===== config.mk =====
export PLATFORM = sky130hd
export DESIGN_NAME = vocoder_carrier_pitch_tracker
export DESIGN_NICKNAME = d
export VERILOG_FILES = /design/src/design/vcpt_pkg.sv /design/src/design/vocoder_carrier_pitch_tracker.sv /design/src/design/vcpt_mul.sv /design/src/design/vcpt_div.sv
export SDC_FILE = /design/constraint.sdc
export NUM_CORES = 2
export LEC_CHECK = 0
export BUFFER_PORTS_ARGS = -buffer_cell sky130_fd_sc_hd__clkbuf_2
export CORE_AREA = 4 4 333 663
export CTS_BUF_LIST = sky130_fd_sc_hd__clkbuf_8
export CTS_CLUSTER_DIAMETER = 120
export CTS_CLUSTER_SIZE = 24
export DETAILED_ROUTE_END_ITERATION = 8
export DIE_AREA = 0 0 337 667
export GPL_TIMING_DRIVEN = 0
export PLACE_DENSITY_LB_ADDON = 0.12
export SLEW_MARGIN = 25
export SYNTH_ARGS = -nofsm -noshare
export SYNTH_HDL_FRONTEND = slang
export SYNTH_SLANG_ARGS = --single-unit

===== constraint.sdc =====
create_clock -name i_clk -period 8.2 [get_ports i_clk]
set_input_delay 0.41 -clock i_clk [delete_from_list [all_inputs] [get_ports i_clk]]
set_output_delay 0.41 -clock i_clk [all_outputs]
set_load 0.02 [all_outputs]

===== src/design/vcpt_pkg.sv =====
// Shared types, constants and tables for the vocoder carrier pitch tracker.
package vcpt_pkg;

    localparam int SAMPLE_BITS_DEF     = 16;
    localparam int PERIOD_INT_BITS_DEF = 12;

    localparam int CFG_IDX_W  = 4;
    localparam int CFG_DATA_W = 32;

    localparam int MUL_A_W = 36;
    localparam int MUL_B_W = 25;
    localparam int MUL_P_W = MUL_A_W + MUL_B_W;
    localparam int DIV_N_W = 64;
    localparam int DIV_D_W = 36;
    localparam int DIV_C_W = 6;

    localparam logic [23:0] STEP_MAX    = 24'hFFFFFF;
    localparam int          OFFSET_Q23  = 251658;
    localparam int          NOISE_SCALE = 5497558;
    localparam int          SIXTENTHS   = 39322;
    localparam int          ROOT_K      = 12989;
    localparam int          ET_RECIP    = 3355444;
    localparam int          ET_SHIFT    = 25;
    localparam logic [15:0] LFSR_TAPS   = 16'hB400;
    localparam logic [15:0] LFSR_SEED   = 16'hACE1;

    typedef struct packed {
        logic                      start;
        logic signed [MUL_A_W-1:0] a;
        logic signed [MUL_B_W-1:0] b;
    } t_mul_req;

    typedef struct packed {
        logic                      done;
        logic signed [MUL_P_W-1:0] p;
    } t_mul_rsp;

    typedef struct packed {
        logic               start;
        logic [DIV_N_W-1:0] dvd;
        logic [DIV_D_W-1:0] dvs;
        logic [DIV_C_W-1:0] last;
    } t_div_req;

    typedef struct packed {
        logic               done;
        logic [DIV_N_W-1:0] quo;
    } t_div_rsp;

    function automatic logic signed [31:0] sat32(input logic signed [39:0] v);
        if (v > 40'sd2147483647) begin
            return 32'sh7FFFFFFF;
        end else if (v < -40'sd2147483648) begin
            return 32'sh80000000;
        end
        return v[31:0];
    endfunction

    function automatic logic [16:0] semi_ratio(input logic [3:0] n);
        case (n)
            4'd0:    return 17'd65536;
            4'd1:    return 17'd69433;
            4'd2:    return 17'd73562;
            4'd3:    return 17'd77936;
            4'd4:    return 17'd82570;
            4'd5:    return 17'd87480;
            4'd6:    return 17'd92682;
            4'd7:    return 17'd98193;
            4'd8:    return 17'd104032;
            4'd9:    return 17'd110218;
            4'd10:   return 17'd116772;
            4'd11:   return 17'd123715;
            default: return 17'd65536;
        endcase
    endfunction

    function automatic logic [16:0] semi_bound(input logic [3:0] n);
        case (n)
            4'd0:    return 17'd67456;
            4'd1:    return 17'd71468;
            4'd2:    return 17'd75717;
            4'd3:    return 17'd80220;
            4'd4:    return 17'd84990;
            4'd5:    return 17'd90043;
            4'd6:    return 17'd95398;
            4'd7:    return 17'd101070;
            4'd8:    return 17'd107080;
            4'd9:    return 17'd113448;
            4'd10:   return 17'd120194;
            4'd11:   return 17'd127341;
            default: return 17'd127341;
        endcase
    endfunction

    function automatic logic [3:0] semi_index(input logic [16:0] m);
        logic [3:0] n;
        n = '0;
        for (int j = 0; j < 12; j++) begin
            if (m >= semi_bound(4'(j))) begin
                n = n + 4'd1;
            end
        end
        return n;
    endfunction

endpackage


===== src/design/vocoder_carrier_pitch_tracker.sv =====
// Top level: sequencer, filter and tracker state, carrier output register.
//
//   channel | valid        | ready        | payload
//   --------+--------------+--------------+---------------------------------
//   in      | i_in_valid   | o_in_ready   | i_voice_sample
//   out     | o_out_valid  | i_out_ready  | o_voice_out, o_carrier_out
//   cfg     | i_cfg_valid  | o_cfg_ready  | i_cfg_index, i_cfg_data
//
// Each word takes seven to nine passes (start, one step per multiplier bit, handoff)
// through the shared serial multiplier; on an accepted pitch crossing one more
// multiply and two restoring divides, plus a further divide, a normalize and two
// more multiplies in quantized mode.
// Reset is synchronous; there is no clearing pass. Results sit in an output
// register, so a stalled output holds the finished word while the next is taken.
module vocoder_carrier_pitch_tracker #(
    parameter int SAMPLE_BITS     = vcpt_pkg::SAMPLE_BITS_DEF,
    parameter int PERIOD_INT_BITS = vcpt_pkg::PERIOD_INT_BITS_DEF
) (
    input  logic                             i_clk,
    input  logic                             i_rst_n,
    input  logic                             i_in_valid,
    output logic                             o_in_ready,
    input  logic [SAMPLE_BITS-1:0]           i_voice_sample,
    output logic                             o_out_valid,
    input  logic                             i_out_ready,
    output logic [SAMPLE_BITS-1:0]           o_voice_out,
    output logic [SAMPLE_BITS-1:0]           o_carrier_out,
    input  logic                             i_cfg_valid,
    output logic                             o_cfg_ready,
    input  logic [vcpt_pkg::CFG_IDX_W-1:0]   i_cfg_index,
    input  logic [vcpt_pkg::CFG_DATA_W-1:0]  i_cfg_data
);
    import vcpt_pkg::*;

    localparam int SB = SAMPLE_BITS;
    localparam int PW = PERIOD_INT_BITS + 8;
    localparam int CW = (PW > 20) ? PW : 20;
    localparam logic [PW-1:0] PMAX = '1;
    localparam logic signed [28:0] CAR_MAX = 29'((64'(1) << (SB - 1)) - 1);
    localparam logic signed [28:0] CAR_MIN = -CAR_MAX - 29'sd1;

    localparam logic [1:0] MODE_FIXED = 2'd0;
    localparam logic [1:0] MODE_QUANT = 2'd2;

    localparam logic [CFG_IDX_W-1:0] CFG_MODE     = 4'd0;
    localparam logic [CFG_IDX_W-1:0] CFG_PMULT    = 4'd1;
    localparam logic [CFG_IDX_W-1:0] CFG_FIXED    = 4'd2;
    localparam logic [CFG_IDX_W-1:0] CFG_BREATH   = 4'd3;
    localparam logic [CFG_IDX_W-1:0] CFG_COEF     = 4'd4;
    localparam logic [CFG_IDX_W-1:0] CFG_MIN_PER  = 4'd5;
    localparam logic [CFG_IDX_W-1:0] CFG_MAX_PER  = 4'd6;
    localparam logic [CFG_IDX_W-1:0] CFG_VGAIN    = 4'd7;

    localparam logic [4:0] S_IDLE  = 5'd0;
    localparam logic [4:0] S_ET    = 5'd1;
    localparam logic [4:0] S_LOW   = 5'd2;
    localparam logic [4:0] S_BAND  = 5'd3;
    localparam logic [4:0] S_FUND  = 5'd4;
    localparam logic [4:0] S_VOIC  = 5'd5;
    localparam logic [4:0] S_OVER  = 5'd6;
    localparam logic [4:0] S_CROSS = 5'd7;
    localparam logic [4:0] S_FRAC  = 5'd8;
    localparam logic [4:0] S_MINB  = 5'd9;
    localparam logic [4:0] S_STEP  = 5'd10;
    localparam logic [4:0] S_BASE  = 5'd11;
    localparam logic [4:0] S_SDIV  = 5'd12;
    localparam logic [4:0] S_NORM  = 5'd13;
    localparam logic [4:0] S_SEMI  = 5'd14;
    localparam logic [4:0] S_SHIFT = 5'd15;
    localparam logic [4:0] S_NOISE = 5'd16;
    localparam logic [4:0] S_NSAW  = 5'd17;
    localparam logic [4:0] S_NBR   = 5'd18;
    localparam logic [4:0] S_OUT   = 5'd19;

    t_mul_req mul_req;
    t_mul_rsp mul_rsp;
    t_div_req div_req;
    t_div_rsp div_rsp;

    logic [4:0]           r_state, n_state;
    logic                 r_issued, n_issued;
    logic                 r_out_valid, n_out_valid;
    logic [SB-1:0]        r_voice_out, n_voice_out;
    logic [SB-1:0]        r_carrier_out, n_carrier_out;

    logic [1:0]           r_mode, n_mode;
    logic [18:0]          r_pmult, n_pmult;
    logic [22:0]          r_fixed, n_fixed;
    logic [15:0]          r_breath, n_breath;
    logic [20:0]          r_coef, n_coef;
    logic [19:0]          r_maxp, n_maxp;
    logic [16:0]          r_vgain, n_vgain;

    logic signed [31:0]   r_low, n_low;
    logic signed [31:0]   r_band, n_band;
    logic signed [31:0]   r_prev, n_prev;
    logic [PW-1:0]        r_pc, n_pc;
    logic [CW-1:0]        r_minb, n_minb;
    logic signed [31:0]   r_fund, n_fund;
    logic signed [31:0]   r_over, n_over;
    logic [23:0]          r_step, n_step;
    logic signed [24:0]   r_saw, n_saw;
    logic [15:0]          r_lfsr, n_lfsr;

    logic [SB-1:0]        r_raw, n_raw;
    logic signed [24:0]   r_a, n_a;
    logic [17:0]          r_et, n_et;
    logic [25:0]          r_bv, n_bv;
    logic [32:0]          r_den, n_den;
    logic [8:0]           r_frac, n_frac;
    logic [PW-1:0]        r_per, n_per;
    logic [23:0]          r_st, n_st;
    logic [34:0]          r_base, n_base;
    logic [63:0]          r_norm, n_norm;
    logic [5:0]           r_pos, n_pos;
    logic                 r_wrap, n_wrap;
    logic signed [27:0]   r_nz, n_nz;

    logic                 use_mul, use_div, fire;
    logic signed [36:0]   p_hi24;
    logic signed [44:0]   p_hi16;
    logic [44:0]          abs_bv;
    logic [35:0]          abs_low;
    logic [PW:0]          pc_sum;
    logic [PW-1:0]        pc_inc;
    logic                 crossing, in_range;
    logic signed [PW+1:0] per_full;
    logic [23:0]          q_sat;
    logic [3:0]           idx, sel;
    logic                 wrap;
    logic signed [7:0]    sh, nsh;
    logic [52:0]          v, v_shr;
    logic [23:0]          snapped;
    logic [15:0]          lfsr_nx;
    logic signed [15:0]   noise_k;
    logic signed [28:0]   car_sum, car_shift;
    logic [SB-1:0]        car;
    logic signed [25:0]   saw_sum;
    logic                 load_out;

    vcpt_mul u_mul (
        .i_clk   (i_clk),
        .i_rst_n (i_rst_n),
        .i_req   (mul_req),
        .o_rsp   (mul_rsp)
    );

    vcpt_div u_div (
        .i_clk   (i_clk),
        .i_rst_n (i_rst_n),
        .i_req   (div_req),
        .o_rsp   (div_rsp)
    );

    always_comb begin
        p_hi24   = mul_rsp.p[60:24];
        p_hi16   = mul_rsp.p[60:16];
        abs_bv   = p_hi16[44] ? 45'(-p_hi16) : 45'(p_hi16);
        abs_low  = r_low[31] ? -36'(r_low) : 36'(r_low);
        pc_sum   = {1'b0, r_pc} + (PW+1)'(256);
        pc_inc   = (pc_sum > {1'b0, PMAX}) ? PMAX : pc_sum[PW-1:0];
        crossing = (r_band > 32'sd0) && (r_prev <= 32'sd0);
        in_range = (CW'(pc_inc) > r_minb) && (CW'(pc_inc) < CW'(r_maxp));
        per_full = $signed((PW+2)'(r_pc)) - $signed((PW+2)'(r_frac));
        q_sat    = (div_rsp.quo > 64'(STEP_MAX)) ? STEP_MAX : div_rsp.quo[23:0];
        idx      = semi_index(r_norm[63:47]);
        wrap     = (idx == 4'd12);
        sel      = wrap ? 4'd0 : idx;
        sh       = 8'sd52 - $signed({2'b00, r_pos}) - $signed({7'b0, r_wrap});
        nsh      = -sh;
        v        = r_norm[52:0];
        v_shr    = v >> sh[5:0];
        if (sh >= 8'sd63) begin
            snapped = '0;
        end else if (sh <= 8'sd0) begin
            if (v > (53'(STEP_MAX) >> nsh[5:0])) begin
                snapped = STEP_MAX;
            end else begin
                snapped = 24'(v << nsh[5:0]);
            end
        end else begin
            snapped = (v_shr > 53'(STEP_MAX)) ? STEP_MAX : v_shr[23:0];
        end
        lfsr_nx   = (r_lfsr >> 1) ^ (r_lfsr[0] ? LFSR_TAPS : 16'h0000);
        noise_k   = $signed({1'b0, lfsr_nx[14:0]}) - 16'sd16384;
        car_sum   = 29'(r_nz) + 29'(r_saw >>> 1);
        car_shift = car_sum >>> (24 - SB);
        if (car_shift > CAR_MAX) begin
            car = CAR_MAX[SB-1:0];
        end else if (car_shift < CAR_MIN) begin
            car = CAR_MIN[SB-1:0];
        end else begin
            car = car_shift[SB-1:0];
        end
        saw_sum = 26'(r_saw) + $signed({2'b00, r_step});
        if (saw_sum > 26'sd8388608) begin
            saw_sum = saw_sum - 26'sd16777216;
        end
    end

    assign fire     = r_issued && (mul_rsp.done || div_rsp.done);
    assign load_out = (r_state == S_OUT) && (!r_out_valid || i_out_ready);

    always_comb begin
        n_state       = r_state;
        n_voice_out   = r_voice_out;
        n_carrier_out = r_carrier_out;
        n_mode        = r_mode;
        n_pmult       = r_pmult;
        n_fixed       = r_fixed;
        n_breath      = r_breath;
        n_coef        = r_coef;
        n_maxp        = r_maxp;
        n_vgain       = r_vgain;
        n_low         = r_low;
        n_band        = r_band;
        n_prev        = r_prev;
        n_pc          = r_pc;
        n_minb        = r_minb;
        n_fund        = r_fund;
        n_over        = r_over;
        n_step        = r_step;
        n_saw         = r_saw;
        n_lfsr        = r_lfsr;
        n_raw         = r_raw;
        n_a           = r_a;
        n_et          = r_et;
        n_bv          = r_bv;
        n_den         = r_den;
        n_frac        = r_frac;
        n_per         = r_per;
        n_st          = r_st;
        n_base        = r_base;
        n_norm        = r_norm;
        n_pos         = r_pos;
        n_wrap        = r_wrap;
        n_nz          = r_nz;
        use_mul       = 1'b0;
        use_div       = 1'b0;
        mul_req.a     = '0;
        mul_req.b     = '0;
        div_req.dvd   = '0;
        div_req.dvs   = '0;
        div_req.last  = '0;

        case (r_state)
            S_IDLE: begin
                if (i_in_valid) begin
                    n_raw   = i_voice_sample;
                    n_a     = 25'($signed(i_voice_sample)) <<< (24 - SB);
                    n_state = S_ET;
                end
            end
            S_ET: begin
                use_mul   = 1'b1;
                mul_req.a = 36'(r_coef);
                mul_req.b = 25'(ET_RECIP);
                if (fire) begin
                    n_et    = mul_rsp.p[ET_SHIFT +: 18];
                    n_state = S_LOW;
                end
            end
            S_LOW: begin
                use_mul   = 1'b1;
                mul_req.a = 36'(r_band) + 36'(r_a);
                mul_req.b = 25'(r_coef);
                if (fire) begin
                    n_low   = sat32(40'(r_low) - 40'(p_hi24));
                    n_state = S_BAND;
                end
            end
            S_BAND: begin
                use_mul   = 1'b1;
                mul_req.a = 36'(r_band) - 36'(r_low);
                mul_req.b = 25'(r_coef);
                if (fire) begin
                    n_band  = sat32(40'(r_band) - 40'(p_hi24));
                    n_state = S_FUND;
                end
            end
            S_FUND: begin
                use_mul   = 1'b1;
                mul_req.a = 36'(r_fund) - $signed(abs_low);
                mul_req.b = 25'(r_et);
                if (fire) begin
                    n_fund  = sat32(40'(r_fund) - 40'(p_hi24));
                    n_state = S_VOIC;
                end
            end
            S_VOIC: begin
                use_mul   = 1'b1;
                mul_req.a = 36'(r_a) + 36'(OFFSET_Q23);
                mul_req.b = 25'(r_vgain);
                if (fire) begin
                    n_bv    = abs_bv[25:0];
                    n_state = S_OVER;
                end
            end
            S_OVER: begin
                use_mul   = 1'b1;
                mul_req.a = 36'(r_over) - $signed(36'(r_bv));
                mul_req.b = 25'(r_et);
                if (fire) begin
                    n_over  = sat32(40'(r_over) - 40'(p_hi24));
                    n_state = S_CROSS;
                end
            end
            S_CROSS: begin
                n_pc    = pc_inc;
                n_state = S_NOISE;
                if (r_mode == MODE_FIXED) begin
                    n_step = {1'b0, r_fixed};
                end else begin
                    n_prev = r_band;
                    n_den  = 33'(33'(r_band) - 33'(r_prev));
                    if (crossing) begin
                        if (in_range) begin
                            n_state = S_FRAC;
                        end else begin
                            n_pc = '0;
                        end
                    end
                end
            end
            S_FRAC: begin
                use_div      = 1'b1;
                div_req.dvd  = {r_band, 32'b0};
                div_req.dvs  = 36'(r_den);
                div_req.last = 6'd39;
                if (fire) begin
                    n_frac  = div_rsp.quo[8:0];
                    n_state = S_MINB;
                end
            end
            S_MINB: begin
                use_mul   = 1'b1;
                mul_req.a = 36'(r_pc);
                mul_req.b = 25'(SIXTENTHS);
                n_per     = (per_full < (PW+2)'(1)) ? PW'(1) : per_full[PW-1:0];
                if (fire) begin
                    n_minb  = CW'(mul_rsp.p[16 +: PW]);
                    n_state = S_STEP;
                end
            end
            S_STEP: begin
                use_div      = 1'b1;
                div_req.dvd  = {r_pmult, 45'b0};
                div_req.dvs  = 36'(r_per);
                div_req.last = 6'd34;
                if (fire) begin
                    n_pc = PW'(r_frac);
                    if (r_mode == MODE_QUANT && q_sat != '0 && r_coef != '0) begin
                        n_st    = q_sat;
                        n_state = S_BASE;
                    end else begin
                        n_step  = q_sat;
                        n_state = S_NOISE;
                    end
                end
            end
            S_BASE: begin
                use_mul   = 1'b1;
                mul_req.a = 36'(r_coef);
                mul_req.b = 25'(ROOT_K);
                if (fire) begin
                    n_base  = mul_rsp.p[34:0];
                    n_state = S_SDIV;
                end
            end
            S_SDIV: begin
                use_div      = 1'b1;
                div_req.dvd  = {r_st, 40'b0};
                div_req.dvs  = 36'(r_base);
                div_req.last = 6'd59;
                if (fire) begin
                    if (div_rsp.quo == '0) begin
                        n_step  = '0;
                        n_state = S_NOISE;
                    end else begin
                        n_norm  = div_rsp.quo;
                        n_pos   = 6'd63;
                        n_state = S_NORM;
                    end
                end
            end
            S_NORM: begin
                if (r_norm[63]) begin
                    n_state = S_SEMI;
                end else begin
                    n_norm = r_norm << 1;
                    n_pos  = r_pos - 6'd1;
                end
            end
            S_SEMI: begin
                use_mul   = 1'b1;
                mul_req.a = 36'(r_base);
                mul_req.b = 25'(semi_ratio(sel));
                if (fire) begin
                    n_wrap  = wrap;
                    n_norm  = 64'(mul_rsp.p[52:0]);
                    n_state = S_SHIFT;
                end
            end
            S_SHIFT: begin
                n_step  = snapped;
                n_state = S_NOISE;
            end
            S_NOISE: begin
                use_mul   = 1'b1;
                mul_req.a = 36'(noise_k);
                mul_req.b = 25'(NOISE_SCALE);
                if (fire) begin
                    n_lfsr  = lfsr_nx;
                    n_nz    = mul_rsp.p[43:16];
                    n_state = (r_fund > r_over) ? S_NSAW : S_OUT;
                end
            end
            S_NSAW: begin
                use_mul   = 1'b1;
                mul_req.a = 36'(r_nz);
                mul_req.b = r_saw;
                if (fire) begin
                    n_nz    = mul_rsp.p[51:24];
                    n_state = S_NBR;
                end
            end
            S_NBR: begin
                use_mul   = 1'b1;
                mul_req.a = 36'(r_nz);
                mul_req.b = 25'(r_breath);
                if (fire) begin
                    n_nz    = mul_rsp.p[40:13];
                    n_state = S_OUT;
                end
            end
            S_OUT: begin
                if (load_out) begin
                    n_voice_out   = r_raw;
                    n_carrier_out = car;
                    n_saw         = saw_sum[24:0];
                    n_state       = S_IDLE;
                end
            end
            default: begin
                n_state = S_IDLE;
            end
        endcase

        if (i_cfg_valid) begin
            case (i_cfg_index)
                CFG_MODE:    n_mode   = i_cfg_data[1:0];
                CFG_PMULT:   n_pmult  = i_cfg_data[18:0];
                CFG_FIXED:   n_fixed  = i_cfg_data[22:0];
                CFG_BREATH:  n_breath = i_cfg_data[15:0];
                CFG_COEF:    n_coef   = i_cfg_data[20:0];
                CFG_MIN_PER: n_minb   = CW'(i_cfg_data[19:0]);
                CFG_MAX_PER: n_maxp   = i_cfg_data[19:0];
                CFG_VGAIN:   n_vgain  = i_cfg_data[16:0];
                default:     n_mode   = r_mode;
            endcase
        end

        mul_req.start = use_mul && !r_issued;
        div_req.start = use_div && !r_issued;
    end

    assign n_issued      = (use_mul || use_div) ? (r_issued ? !fire : 1'b1) : 1'b0;
    assign n_out_valid   = load_out || (r_out_valid && !i_out_ready);

    always_ff @(posedge i_clk) begin
        if (!i_rst_n) begin
            r_state     <= S_IDLE;
            r_issued    <= 1'b0;
            r_out_valid <= 1'b0;
            r_mode      <= 2'd0;
            r_pmult     <= 19'd65536;
            r_fixed     <= 23'd38448;
            r_breath    <= 16'd9830;
            r_coef      <= 21'd230687;
            r_maxp      <= 20'd368640;
            r_vgain     <= 17'd16384;
            r_low       <= '0;
            r_band      <= '0;
            r_prev      <= '0;
            r_pc        <= '0;
            r_minb      <= CW'(42330);
            r_fund      <= '0;
            r_over      <= '0;
            r_step      <= '0;
            r_saw       <= '0;
            r_lfsr      <= LFSR_SEED;
        end else begin
            r_state     <= n_state;
            r_issued    <= n_issued;
            r_out_valid <= n_out_valid;
            r_mode      <= n_mode;
            r_pmult     <= n_pmult;
            r_fixed     <= n_fixed;
            r_breath    <= n_breath;
            r_coef      <= n_coef;
            r_maxp      <= n_maxp;
            r_vgain     <= n_vgain;
            r_low       <= n_low;
            r_band      <= n_band;
            r_prev      <= n_prev;
            r_pc        <= n_pc;
            r_minb      <= n_minb;
            r_fund      <= n_fund;
            r_over      <= n_over;
            r_step      <= n_step;
            r_saw       <= n_saw;
            r_lfsr      <= n_lfsr;
        end
    end

    always_ff @(posedge i_clk) begin
        r_voice_out   <= n_voice_out;
        r_carrier_out <= n_carrier_out;
        r_raw         <= n_raw;
        r_a           <= n_a;
        r_et          <= n_et;
        r_bv          <= n_bv;
        r_den         <= n_den;
        r_frac        <= n_frac;
        r_per         <= n_per;
        r_st          <= n_st;
        r_base        <= n_base;
        r_norm        <= n_norm;
        r_pos         <= n_pos;
        r_wrap        <= n_wrap;
        r_nz          <= n_nz;
    end

    assign o_in_ready    = (r_state == S_IDLE);
    assign o_cfg_ready   = 1'b1;
    assign o_out_valid   = r_out_valid;
    assign o_voice_out   = r_voice_out;
    assign o_carrier_out = r_carrier_out;

endmodule


===== src/design/vcpt_mul.sv =====
// Bit-serial signed multiplier, one multiplier bit per cycle.
module vcpt_mul (
    input  logic               i_clk,
    input  logic               i_rst_n,
    input  vcpt_pkg::t_mul_req i_req,
    output vcpt_pkg::t_mul_rsp o_rsp
);
    import vcpt_pkg::*;

    localparam int CW = $clog2(MUL_B_W);

    logic                      r_busy, n_busy;
    logic                      r_done, n_done;
    logic signed [MUL_P_W-1:0] r_acc, n_acc;
    logic signed [MUL_P_W-1:0] r_mcand, n_mcand;
    logic        [MUL_B_W-1:0] r_mplier, n_mplier;
    logic        [CW-1:0]      r_cnt, n_cnt;
    logic                      last;

    assign last = (r_cnt == CW'(MUL_B_W - 1));

    always_comb begin
        n_busy   = r_busy;
        n_done   = 1'b0;
        n_acc    = r_acc;
        n_mcand  = r_mcand;
        n_mplier = r_mplier;
        n_cnt    = r_cnt;
        if (i_req.start) begin
            n_busy   = 1'b1;
            n_acc    = '0;
            n_mcand  = MUL_P_W'($signed(i_req.a));
            n_mplier = i_req.b;
            n_cnt    = '0;
        end else if (r_busy) begin
            if (r_mplier[0]) begin
                n_acc = last ? r_acc - r_mcand : r_acc + r_mcand;
            end
            n_mcand  = r_mcand << 1;
            n_mplier = r_mplier >> 1;
            n_cnt    = r_cnt + CW'(1);
            if (last) begin
                n_busy = 1'b0;
                n_done = 1'b1;
            end
        end
    end

    always_ff @(posedge i_clk) begin
        if (!i_rst_n) begin
            r_busy <= 1'b0;
            r_done <= 1'b0;
        end else begin
            r_busy <= n_busy;
            r_done <= n_done;
        end
    end

    always_ff @(posedge i_clk) begin
        r_acc    <= n_acc;
        r_mcand  <= n_mcand;
        r_mplier <= n_mplier;
        r_cnt    <= n_cnt;
    end

    assign o_rsp.done = r_done;
    assign o_rsp.p    = r_acc;

endmodule


===== src/design/vcpt_div.sv =====
// Restoring unsigned divider, one quotient bit per cycle.
module vcpt_div (
    input  logic               i_clk,
    input  logic               i_rst_n,
    input  vcpt_pkg::t_div_req i_req,
    output vcpt_pkg::t_div_rsp o_rsp
);
    import vcpt_pkg::*;

    logic               r_busy, n_busy;
    logic               r_done, n_done;
    logic [DIV_D_W:0]   r_rem, n_rem;
    logic [DIV_N_W-1:0] r_dvd, n_dvd;
    logic [DIV_N_W-1:0] r_quo, n_quo;
    logic [DIV_D_W-1:0] r_dvs, n_dvs;
    logic [DIV_C_W-1:0] r_cnt, n_cnt;
    logic [DIV_D_W:0]   trial;
    logic               ge;

    assign trial = {r_rem[DIV_D_W-1:0], r_dvd[DIV_N_W-1]};
    assign ge    = (trial >= {1'b0, r_dvs});

    always_comb begin
        n_busy = r_busy;
        n_done = 1'b0;
        n_rem  = r_rem;
        n_dvd  = r_dvd;
        n_quo  = r_quo;
        n_dvs  = r_dvs;
        n_cnt  = r_cnt;
        if (i_req.start) begin
            n_busy = 1'b1;
            n_rem  = '0;
            n_dvd  = i_req.dvd;
            n_quo  = '0;
            n_dvs  = i_req.dvs;
            n_cnt  = i_req.last;
        end else if (r_busy) begin
            n_rem = ge ? trial - {1'b0, r_dvs} : trial;
            n_quo = {r_quo[DIV_N_W-2:0], ge};
            n_dvd = r_dvd << 1;
            n_cnt = r_cnt - DIV_C_W'(1);
            if (r_cnt == '0) begin
                n_busy = 1'b0;
                n_done = 1'b1;
            end
        end
    end

    always_ff @(posedge i_clk) begin
        if (!i_rst_n) begin
            r_busy <= 1'b0;
            r_done <= 1'b0;
        end else begin
            r_busy <= n_busy;
            r_done <= n_done;
        end
    end

    always_ff @(posedge i_clk) begin
        r_rem <= n_rem;
        r_dvd <= n_dvd;
        r_quo <= n_quo;
        r_dvs <= n_dvs;
        r_cnt <= n_cnt;
    end

    assign o_rsp.done = r_done;
    assign o_rsp.quo  = r_quo;

endmodule


==> impl_results.html <==
<table>
<tr><th>Metric</th><th>Value</th></tr>
<tr><th colspan="2">Status</th></tr>
<tr><td>Run status</td><td>complete, but fails checks</td></tr>
<tr><td>Violations in the final reports</td><td>DRC</td></tr>
<tr><th colspan="2">Yosys</th></tr>
<tr><td>Synth Area in XOR/XNOR</td><td>6.59%</td></tr>
<tr><td>Share of synthesized flip-flops with an asynchronous set or reset</td><td>0%</td></tr>
<tr><td>Adder-cell area share of the yosys netlist</td><td>10.1%</td></tr>
<tr><td>Number of distinct library cells after synthesis</td><td>110</td></tr>
<tr><td>Cells after synthesis</td><td>9075</td></tr>
<tr><td>Portion of synthesized cell area occupied by the leading cell type</td><td>18.8%</td></tr>
<tr><td>Synth Area in Compound Gates</td><td>24.6%</td></tr>
<tr><td>Cell type with the largest total area after synthesis</td><td>sky130_fd_sc_hd__edfxtp_1</td></tr>
<tr><td>Syn. warnings</td><td>0</td></tr>
<tr><td>Mux share of post-synthesis cell area</td><td>3.12%</td></tr>
<tr><td>Top area cells in the synthesized netlist</td><td>sky130_fd_sc_hd__edfxtp_1 (19%), sky130_fd_sc_hd__dfxtp_1 (15%), sky130_fd_sc_hd__ha_1 (9.7%)</td></tr>
<tr><td>Dominant synthesized flop cell</td><td>sky130_fd_sc_hd__dfxtp_1</td></tr>
<tr><td>Number of flops mapped to enable cells by yosys</td><td>471</td></tr>
<tr><td>Post-Synth Simple-Gate Area</td><td>16.8%</td></tr>
<tr><td>Number of storage elements in the synthesis netlist</td><td>1031</td></tr>
<tr><td>Share of synthesized area occupied by flip-flops and latches</td><td>33.7%</td></tr>
<tr><td>Avg Cell Area, Syn</td><td>8.29 um^2</td></tr>
<tr><td>Mapped Area</td><td>75200 um^2</td></tr>
<tr><td>Largest family of logic cells by synthesized area</td><td>compound AO/OA/AOI/OAI gates</td></tr>
<tr><th colspan="2">Pwr</th></tr>
<tr><td>Total power per unit cell area</td><td>296 nW/um^2</td></tr>
<tr><td>Leakage Power</td><td>33.1 nW</td></tr>
<tr><td>Net switching component of the power</td><td>12.7 mW</td></tr>
<tr><td>Worst supply voltage drop on vdd</td><td>0.364 mV</td></tr>
<tr><td>Internal power component</td><td>11.4 mW</td></tr>
<tr><td>Clock network fraction of design power</td><td>10.2%</td></tr>
<tr><td>Post-layout power</td><td>24.1 mW</td></tr>
<tr><td>Fraction of power consumed by sequential logic</td><td>30.3%</td></tr>
<tr><td>Relative contribution of combinational cells to total power</td><td>59.5%</td></tr>
<tr><td>Fraction of power spent switching nets</td><td>52.8%</td></tr>
<tr><th colspan="2">STA</th></tr>
<tr><td>Post-route fraction of the period consumed by the critical path</td><td>95.3%</td></tr>
<tr><td>Maximum clock frequency</td><td>128 MHz</td></tr>
<tr><td>Transition at the pin with the smallest max-transition slack</td><td>1240 ps</td></tr>
<tr><td>RSZ-0062 raised after global routing</td><td>false</td></tr>
<tr><td>Final setup vio count</td><td>0</td></tr>
<tr><td>Number of pins exceeding their max-slew limit in the final report</td><td>0</td></tr>
<tr><td>Setup Skew</td><td>95.8 ps</td></tr>
<tr><td>Max-slew headroom</td><td>16.7%</td></tr>
<tr><td>Number of failing hold endpoints at the final stage</td><td>0</td></tr>
<tr><td>Crit path time final</td><td>7810 ps</td></tr>
<tr><td>Final worst-path setup slack</td><td>386 ps</td></tr>
<tr><th colspan="2">Critical path</th></tr>
<tr><td>Most prevalent standard cell on the critical path</td><td>sky130_fd_sc_hd__ha_1</td></tr>
<tr><td>Largest fanout of any net on the critical path</td><td>10</td></tr>
<tr><td>Family with the most delay on the worst path</td><td>adder cells</td></tr>
<tr><td>Data required time at the worst endpoint</td><td>8900 ps</td></tr>
<tr><td>Critical path buffers and inverters</td><td>5</td></tr>
<tr><td>CP peak stage delay</td><td>640 ps</td></tr>
<tr><td>Crit path max-delay cell type</td><td>sky130_fd_sc_hd__edfxtp_1</td></tr>
<tr><td>Setup crit end kind</td><td>flop</td></tr>
<tr><td>Critical setup path kind</td><td>flop to flop</td></tr>
<tr><td>Data arrival time at the worst-slack endpoint</td><td>8520 ps</td></tr>
<tr><td>Startpoint class of the critical path</td><td>flop</td></tr>
<tr><th colspan="2">Route</th></tr>
<tr><td>Router iterations before antenna repair</td><td>9</td></tr>
<tr><td>Post-detailed-route DRC marker count</td><td>31</td></tr>
<tr><td>Number of DRC violations after detailed-routing iteration 0</td><td>7497</td></tr>
<tr><td>Number of nets with antenna violations after detailed routing</td><td>0</td></tr>
<tr><td>DR WL/cell</td><td>35.9 um</td></tr>
<tr><td>DR vias</td><td>74803</td></tr>
<tr><td>Total length of routed wires</td><td>436000 um</td></tr>
<tr><td>Detail-routed via count per cell</td><td>6.16</td></tr>
<tr><th colspan="2">Global routing</th></tr>
<tr><td>Global route overflow</td><td>0</td></tr>
<tr><td>Largest net degree at the start of global routing</td><td>41</td></tr>
<tr><td>Initial antenna violation count</td><td>43</td></tr>
<tr><td>Via count of the first global-routing pass</td><td>73076</td></tr>
<tr><td>First-pass GRT wire length</td><td>586000 um</td></tr>
<tr><td>GRT Overall Usage</td><td>37.7%</td></tr>
<tr><th colspan="2">Placed design</th></tr>
<tr><td>Worst setup timing slack at the placement stage</td><td>-1920 ps</td></tr>
<tr><td>Placed wire-length estimate after detailed placement</td><td>354000 um</td></tr>
<tr><td>Final Wtd Congestion</td><td>1.06</td></tr>
<tr><td>Number of cells after detailed placement</td><td>11987</td></tr>
<tr><td>Port bufs</td><td>78</td></tr>
<tr><th colspan="2">Finish</th></tr>
<tr><td>Proportion of layout cells with a drive suffix above 1</td><td>5.45%</td></tr>
<tr><td>Growth of design area from synthesis to finish</td><td>8.56%</td></tr>
<tr><td>Number of nets in the final layout</td><td>9941</td></tr>
<tr><td>Top library cells by usage in the layout, fill and taps aside</td><td>sky130_fd_sc_hd__nand2_1 (1065), sky130_fd_sc_hd__a21oi_1 (953), sky130_fd_sc_hd__nor2_1 (725)</td></tr>
<tr><td>Most common cell after layout, fill and taps aside</td><td>sky130_fd_sc_hd__nand2_1</td></tr>
<tr><td>Number of standard cells in the final layout excluding fillers</td><td>12153</td></tr>
<tr><td>Post-route core utilization</td><td>37.9%</td></tr>
<tr><th colspan="2">CTS</th></tr>
<tr><td>Max clock buf depth</td><td>3</td></tr>
<tr><td>TritonCTS clock tree</td><td>built</td></tr>
<tr><td>Cts bufs inserted</td><td>49</td></tr>
<tr><td>Clock Root Buffer</td><td>sky130_fd_sc_hd__clkbuf_8</td></tr>
<tr><td>Clock insertion delay at the later pin of the skew report</td><td>990 ps</td></tr>
<tr><td>Number of sinks handled by clock tree synthesis</td><td>1031</td></tr>
<tr><td>H-Tree Depth</td><td>2</td></tr>
<tr><td>Clock Pin Slew Worst Setup and Hold Paths</td><td>180 ps</td></tr>
<tr><th colspan="2">Die</th></tr>
<tr><td>Number of placed I/O pins</td><td>92</td></tr>
<tr><td>Number of core rows</td><td>241</td></tr>
<tr><td>Die extent in x</td><td>337 um</td></tr>
<tr><td>Floorplan die area</td><td>225000 um^2</td></tr>
<tr><td>Die span in y</td><td>667 um</td></tr>
<tr><td>Core Area</td><td>215000 um^2</td></tr>
<tr><td>Initial standard-cell utilization of the core</td><td>34.9%</td></tr>
<tr><th colspan="2">Hold path</th></tr>
<tr><td>Worst hold-check path type</td><td>input port to flop</td></tr>
<tr><th colspan="2">Run</th></tr>
<tr><td>Maximum capacitance violations</td><td>0</td></tr>
</table>
==> kinds of logic (layout without fill, tap and decap cells) <==
family | count (synthesis) | after routing
simple gates | 2765 | 2765
flops | 1031 | 1031
compound gates | 2902 | 2902
fa+ha+maj | 601 | 601
other cells | 1 | 37
mux | 220 | 220
buf+inv | 999 | 1247
xor+xnor | 556 | 556
==> synth_stat cells (all sizes together), types with 140 or more instances <==
cell    count
nor2      731
edfxtp    471
mux2i     189
xnor2     354
ha        585
a21oi     955
o21ai     685
nand2    1065
nor3      140
inv       515
a21o      246
nand3     172
clkbuf    422
dfxtp     560
xor2      201
==> registers in the layout, summed over array words and instances, names as in the netlist, 23 cells and up <==
signal          cells
r_den              33
r_over             32
r_nz               28
r_fixed            23
r_fund             32
r_prev             32
u_mul.r_mplier     25
u_div.r_rem        36
u_div.r_dvd        32
u_div.r_dvs        35
r_bv               26
u_div.r_quo        64
r_base             35
r_band             32
r_saw              25
r_st               24
r_low              32
r_step             24
u_mul.r_mcand      61
u_mul.r_acc        61
r_norm             64
==> power by group through the flow <==
stage | combinational (mW) | sequential (mW) | clock (mW)
2_1_floorplan | 9.07 | 6.57 | 0
3_3_place_gp | 13.7 | 7.37 | 0
3_5_place_dp | 14.0 | 7.32 | 0
4_1_cts | 14.1 | 7.20 | 2.52
5_1_grt | 15.4 | 7.26 | 2.67
6_report | 14.4 | 7.31 | 2.47
==> layer usage <==
layer / part of all wire, % / vias up / GRT usage (%)
li1: - / 33490 / -
met5: 0.034 / - / 0
met1: 31 / 36328 / 34.5
met4: 15 / 22 / 45.0
met2: 48 / 3424 / 64.8
met3: 5.7 / 1539 / 6.66
==> path summary, 6_finish.rpt <==
path	start	cells after the start	end	slack (ps)
hold reg to reg	r_vgain[10]	2	r_vgain[10]	470
hold / removal	i_cfg_data[11]	3	r_coef[11]	100
setup reg to reg	r_norm[63]	30	u_mul.r_mplier[3]	390
setup / recovery	r_norm[63]	30	u_mul.r_mplier[3]	390
==> final cells by class <==
type / instances / area [um^2]
multi-input combinational: 7048 / 46400
timing repair buffer: 162 / 1530
clock buffer: 50 / 688
inverter: 517 / 1940
clock inverter: 41 / 193
buffer: 477 / 1940
antenna: 33 / 82.6
tap: 2794 / 3500
sequential: 1031 / 25400
fill: 22755 / 134000
==> stage by stage <==
step	instance area (um^2)	TNS [ps]	hold WS, ps
floorplan	75200	0	426
detailed placement	80000	-34700	446
CTS	81500	0	10.6
finish	81700	0	95.1
global route	81600	0	53.0
global placement	79100	-90780	440
==> worst register-to-register path, delay by kind of cell (launching register included) <==
| family | cells | cell delay, ps |
|---|---|---|
| fa+ha+maj | 7 | 2320 |
| simple gates | 3 | 300 |
| mux | 4 | 1040 |
| flops | 1 | 640 |
| compound gates | 6 | 1480 |
| buf+inv | 5 | 970 |
| xor+xnor | 5 | 880 |
==> timing repair <==
action                     CTS  global route
setup buffers                2             5
hold endpoints to repair    80             0
gates cloned                 0             0
hold buffers                40             0
pin swaps                    2             3
setup endpoints to repair   33            26
gates resized for setup     36            40
(Power assumes the default switching activity.)
